File: config.mk
export PLATFORM = sky130hd
export DESIGN_NAME = pma_seq
export DESIGN_NICKNAME = d
export VERILOG_FILES = /design/src/rtl/pma_pkg.sv /design/src/rtl/pma_seq.sv
export SDC_FILE = /design/constraint.sdc
export NUM_CORES = 1
export LEC_CHECK = 0
export BUFFER_PORTS_ARGS = -buffer_cell sky130_fd_sc_hd__buf_2
export CORE_UTILIZATION = 54
export DETAILED_ROUTE_END_ITERATION = 16
export PLACE_DENSITY_LB_ADDON = 0.2
export SKIP_CTS_REPAIR_TIMING = 1
export SLEW_MARGIN = 25
export SYNTH_ARGS = -nofsm -noshare
export SYNTH_HDL_FRONTEND = slang
export SYNTH_SLANG_ARGS = --single-unit
File: constraint.sdc
create_clock -name i_clk -period 3 [get_ports i_clk]
set_input_delay 0.15 -clock i_clk [delete_from_list [all_inputs] [get_ports i_clk]]
set_output_delay 0.15 -clock i_clk [all_outputs]
set_load 0.05 [all_outputs]
File: src/rtl/pma_pkg.sv
package pma_pkg;

    // field prime and derived constants
    localparam logic [29:0] MODULUS    = 30'd1000000007;
    localparam logic [31:0] MODULUS_X2 = 32'd2000000014;
    localparam logic [63:0] FERMAT_EXP = 64'd1000000005;
    localparam logic [63:0] MU_WIDE    = (64'd1 << 60) / 64'd1000000007;
    localparam logic [30:0] BARRETT_MU = MU_WIDE[30:0];
    // 2^30 mod the prime, used to fold high operand bits
    localparam logic [26:0] FOLD_R     = 27'd73741817;

    localparam int PC_W  = 4;
    localparam int CNT_W = 4;

    typedef enum logic [2:0] {
        OP_ADD = 3'd0,
        OP_SUB = 3'd1,
        OP_MUL = 3'd2,
        OP_POW = 3'd3,
        OP_INV = 3'd4,
        OP_DIV = 3'd5
    } t_req_op;

    typedef struct packed {
        logic [2:0]         req_type;
        logic signed [63:0] operand_a;
        logic signed [63:0] operand_b;
    } t_req;

    typedef struct packed {
        logic [29:0] result;
        logic        exponent_error;
    } t_rsp;

    // datapath operation of one microcode step
    typedef enum logic [3:0] {
        DP_NOP,
        DP_LOAD,
        DP_RED,
        DP_FIX,
        DP_SETUP,
        DP_SETUP_DIV,
        DP_MUL1,
        DP_MUL2,
        DP_MUL3,
        DP_MUL4,
        DP_RES
    } t_dp_op;

    // jump conditions
    typedef enum logic [2:0] {
        JMP_NONE,
        JMP_NO_IN,
        JMP_CNT,
        JMP_EXP_ZERO,
        JMP_EXP_MORE,
        JMP_OUT_BUSY
    } t_jmp;

    typedef struct packed {
        t_dp_op          op;
        t_jmp            jmp;
        logic [PC_W-1:0] target;
    } t_uword;

    // datapath status seen by the sequencer
    typedef struct packed {
        logic in_valid;
        logic exp_zero;
        logic exp_more;
        logic out_busy;
    } t_stat;

    // microprogram rom; the last step falls through to step zero
    function automatic t_uword ucode(input logic [PC_W-1:0] pc);
        t_uword uw;
        uw = '{op: DP_NOP, jmp: JMP_NONE, target: '0};
        case (pc)
            4'd0:  uw = '{op: DP_LOAD,      jmp: JMP_NO_IN,    target: 4'd0};
            4'd1:  uw = '{op: DP_RED,       jmp: JMP_CNT,      target: 4'd1};
            4'd2:  uw = '{op: DP_FIX,       jmp: JMP_NONE,     target: 4'd0};
            4'd3:  uw = '{op: DP_SETUP,     jmp: JMP_NONE,     target: 4'd0};
            4'd4:  uw = '{op: DP_NOP,       jmp: JMP_EXP_ZERO, target: 4'd9};
            4'd5:  uw = '{op: DP_MUL1,      jmp: JMP_NONE,     target: 4'd0};
            4'd6:  uw = '{op: DP_MUL2,      jmp: JMP_NONE,     target: 4'd0};
            4'd7:  uw = '{op: DP_MUL3,      jmp: JMP_NONE,     target: 4'd0};
            4'd8:  uw = '{op: DP_MUL4,      jmp: JMP_EXP_MORE, target: 4'd5};
            4'd9:  uw = '{op: DP_SETUP_DIV, jmp: JMP_NONE,     target: 4'd0};
            4'd10: uw = '{op: DP_NOP,       jmp: JMP_EXP_ZERO, target: 4'd15};
            4'd11: uw = '{op: DP_MUL1,      jmp: JMP_NONE,     target: 4'd0};
            4'd12: uw = '{op: DP_MUL2,      jmp: JMP_NONE,     target: 4'd0};
            4'd13: uw = '{op: DP_MUL3,      jmp: JMP_NONE,     target: 4'd0};
            4'd14: uw = '{op: DP_MUL4,      jmp: JMP_EXP_MORE, target: 4'd11};
            4'd15: uw = '{op: DP_RES,       jmp: JMP_OUT_BUSY, target: 4'd15};
            default: uw = '{op: DP_NOP, jmp: JMP_NONE, target: '0};
        endcase
        return uw;
    endfunction

endpackage

File: src/rtl/pma_seq.sv
module pma_seq (
    input  logic            i_clk,
    input  logic            i_rst_n,
    input  pma_pkg::t_stat  i_stat,
    output pma_pkg::t_uword o_uword
);
    import pma_pkg::*;

    logic [PC_W-1:0]  r_pc;
    logic [PC_W-1:0]  n_pc;
    logic [CNT_W-1:0] r_cnt;
    logic [CNT_W-1:0] n_cnt;
    t_uword           w_uw;
    logic             w_take;

    assign w_uw    = ucode(r_pc);
    assign o_uword = w_uw;

    // jump condition select
    always_comb begin
        case (w_uw.jmp)
            JMP_NO_IN:    w_take = !i_stat.in_valid;
            JMP_CNT:      w_take = (r_cnt != '1);
            JMP_EXP_ZERO: w_take = i_stat.exp_zero;
            JMP_EXP_MORE: w_take = i_stat.exp_more;
            JMP_OUT_BUSY: w_take = i_stat.out_busy;
            default:      w_take = 1'b0;
        endcase
    end

    // step counter and reduction loop counter
    always_comb begin
        n_pc  = w_take ? w_uw.target : r_pc + PC_W'(1);
        n_cnt = (w_uw.op == DP_RED) ? r_cnt + CNT_W'(1) : r_cnt;
    end

    always_ff @(posedge i_clk) begin
        if (!i_rst_n) begin
            r_pc  <= '0;
            r_cnt <= '0;
        end else begin
            r_pc  <= n_pc;
            r_cnt <= n_cnt;
        end
    end

endmodule

==> parameters.txt <==
Parameter                              Value

Finish
  Final layout net count    146
  Area growth from synthesis to layout    9.869%
  Most frequent cells in the layout    sky130_fd_sc_hd__dfxtp_1, sky130_fd_sc_hd__buf_2, sky130_fd_sc_hd__nand2_1, sky130_fd_sc_hd__nor2_1, sky130_fd_sc_hd__mux2i_1
  Antenna fix cells    0
  Fraction of final layout cells sized beyond drive strength 1    ~20%
  Final standard cell utilization of the core    64.84%
  Final instance area    about 0.0012 sq mm
  Most common cell after layout, fill and taps aside    sky130_fd_sc_hd__dfxtp_1

Clock network
  Deepest level of the CTS H-tree    1
  CTS clock-pin slew for the worst setup and hold paths    between 100 and 150 ps
  CTS max path bufs    2
  Clock buffer count from CTS    3
  Number of sinks on the clock net    19
  Latest clock arrival within the worst-skew pair    about 300 ps
  Buffer cell driving the clock tree root    sky130_fd_sc_hd__clkbuf_4
  CTS tree    built

Worst hold path
  Kind of path behind the tightest hold check    in2reg
  Hold Path Sink    o_uword[1]
  Critical hold path startpoint    i_rst_n
  Hold-critical path depth    3

Synthesis
  Synthesized cell area    0.001052 sq mm
  Synthesized netlist cell count    116
  Seq/Total Area, Yosys    36.15%
  Dominant cell type by area after synthesis    sky130_fd_sc_hd__dfxtp_1
  Average size of a mapped cell    9.071 sq um
  Net count after synthesis    129
  FF+latch count, synth    19
  Post-synth top area share    36.15%
  Count of yosys warnings during synthesis    0
  Top cells by area in the synthesized netlist    sky130_fd_sc_hd__dfxtp_1, sky130_fd_sc_hd__mux2i_1, sky130_fd_sc_hd__ha_1
  Yosys cell types    between 40 and 50

Timing
  Max Slew Vio Count    0
  Final period utilization    about nine tenths
  Period minus WS final    2642 ps
  Number of setup violations in the final report    0
  Slew at the pin closest to its max-slew limit    839.6 ps
  Worst Skew    14.22 ps
  Unrepaired setup endpoints after global routing    false
  Max_slew headroom    43.24%
  Final hold violations    0
  Maximum clock rate    0.3784 GHz
  Aggregate negative setup slack    0 ps

Worst setup path
  Required time of the critical path    3220 ps
  Beginning of the worst register-to-register path    o_uword[4]
  CP max FO    8
  End of the worst register-to-register path    o_uword[10]
  Maximum single-stage delay on the critical path    420 ps
  Kind of end point of the critical path    register
  List of cells traversed by the critical path    mux2_1 > nand3b_1 > a22o_1 > mux2i_1 > nor2_1 > inv_1 > ha_1 > inv_1 > mux2_2 > mux2i_1
  Cell with the largest stage delay on the worst path    sky130_fd_sc_hd__a22o_1
  Worst setup path class    reg2reg
  Critical path startpoint category    register
  FF-to-FF path depth    10
  Reg2Reg Setup Slack    around 360 ps
  Endpoint arrival time on the critical path    2870 ps

Global routing
  Total routing usage reported by global routing    between 20% and 30%
  Global-route wire length before repair    3208 microns
  Number of antenna violations at the first check in global routing    0
  Total congestion overflow    0
  Vias in the first global route    747
  Pin count of the biggest net entering global routing    12

Floorplan
  Number of I/O pins    17
  Vertical extent of the die    between 40 and 50 microns
  Placement row count    15
  Die area    0.002129 sq mm
  Starting Density    59.02%
  DIE WIDTH    about 46 microns
  Floorplan core area    0.001783 sq mm

Routing
  Number of iterations in the first detailed-routing pass    4
  Total DRC errors in the routed layout    0
  Routed len/inst    12.54 microns
  Remaining antenna violation count after routing    0
  Count of routing violations after the opening detailed-route iteration    11
  Total Wirelength    1968 microns
  Via count    864
  Average vias per placed instance    ~5.5

Placement
  Placement-stage cell area    about 0.0011 sq mm
  Half-perimeter wire length after placement    1527 microns
  RD Place Congestion    0.9262
  Count of port buffers added during placement    16

Pwr
  Total leakage power    approximately 0.53 nW
  Power density cells    1026 mW/mm^2
  Worst vdd rail ir drop    between 500 and 600 uV

Run
  Number of max-capacitance violations reported    0

Outcome
  Status    complete, no violations
[metal layers]
metal | global-route usage (%) | routed length, microns | up-vias
li1 | - | - | 433
met1 | 28.37 | 969 | 408
met2 | 33.24 | 916 | 19
met3 | 3.529 | 51 | 4
met4 | 10.59 | 31 | 0
met5 | 0 | 0 | -
[flip-flops by register name, indices dropped and copies added (netlist names)]
name,flops
o_uword,11
r_cnt,4
r_pc,4
[worst max-delay path, delay by kind of cell, from the launching register on]
family / cells / cell delay (ps)
mux: 4 / 1070
compound gates: 1 / 420
flops: 1 / 390
simple gates: 2 / 260
fa+ha+maj: 1 / 240
buf+inv: 2 / 210
[power by group]
part	switching (mW)	internal, mW
registers	0.0554	0.328
clock network	0.0736	0.0517
logic	0.434	0.243
total	0.564	0.622
[worst max path at each step]
stage,cells past startpoint,to,slack (ps),from
4_1_cts,10,o_uword[10],340,o_uword[4]
6_report,10,o_uword[10],360,o_uword[4]
3_3_place_gp,10,o_uword[10],440,o_uword[4]
5_1_grt,10,o_uword[10],20,o_uword[4]
3_5_place_dp,10,o_uword[10],370,o_uword[4]
2_1_floorplan,11,o_uword[10],430,o_uword[4]
[stage by stage]
stage | std cells | hold slack, ps | setup WS (ps) | total power [mW]
after floorplan | 116 | 359.1 | 428.0 | 0.9596
after global placement | 153 | 500.6 | 436.7 | 1.053
after detailed placement | 153 | 505.5 | 367.6 | 1.066
after CTS | 157 | 178.6 | 336.2 | 1.192
after global routing | 157 | 198.0 | 19.79 | 1.275
final | 157 | 186.3 | 357.6 | 1.186
[logic make-up after synthesis]
| group | synth area share (%) |
|---|---|
| adder cells (fa/ha/maj) | 8.323 |
| flip-flops | 36.15 |
| XOR/XNOR | 4.162 |
| AND/OR/NAND/NOR | 21.17 |
| AO/OA/AOI/OAI | 11.18 |
| multiplexers | 13.20 |
| buffers and inverters | 5.826 |
[cell type report]
type,instances,area (sq um)
multi-input cells,86,610.6
well taps,25,31.28
flip-flops and latches,19,380.4
fillers,147,626.9
repair buffers,16,80.08
clock buffers,4,26.28
inverters,7,27.53
[cells in the mapped netlist, drive strengths merged]
master and instances:
o21a 1, inv 6, dfxtp 19, xor2 2, nand4 1, nor4b 1
xnor2 3, nor2b 1, o311ai 1, a21oi 1, nand3b 1, a22o 1
nor3b 1, o21ai 2, mux2 4, o21bai 1, clkinv 1, o211ai 3
ha 7, a31oi 2, or2b 1, clkbuf 1, nand4b 1, a21o 1
nand2 14, buf 3, nand2b 3, o22ai 1, a211o 1, nor2 11
mux2i 9, a22oi 1, nand3 5, nor3 5
Power figures use the tool's default switching activity.
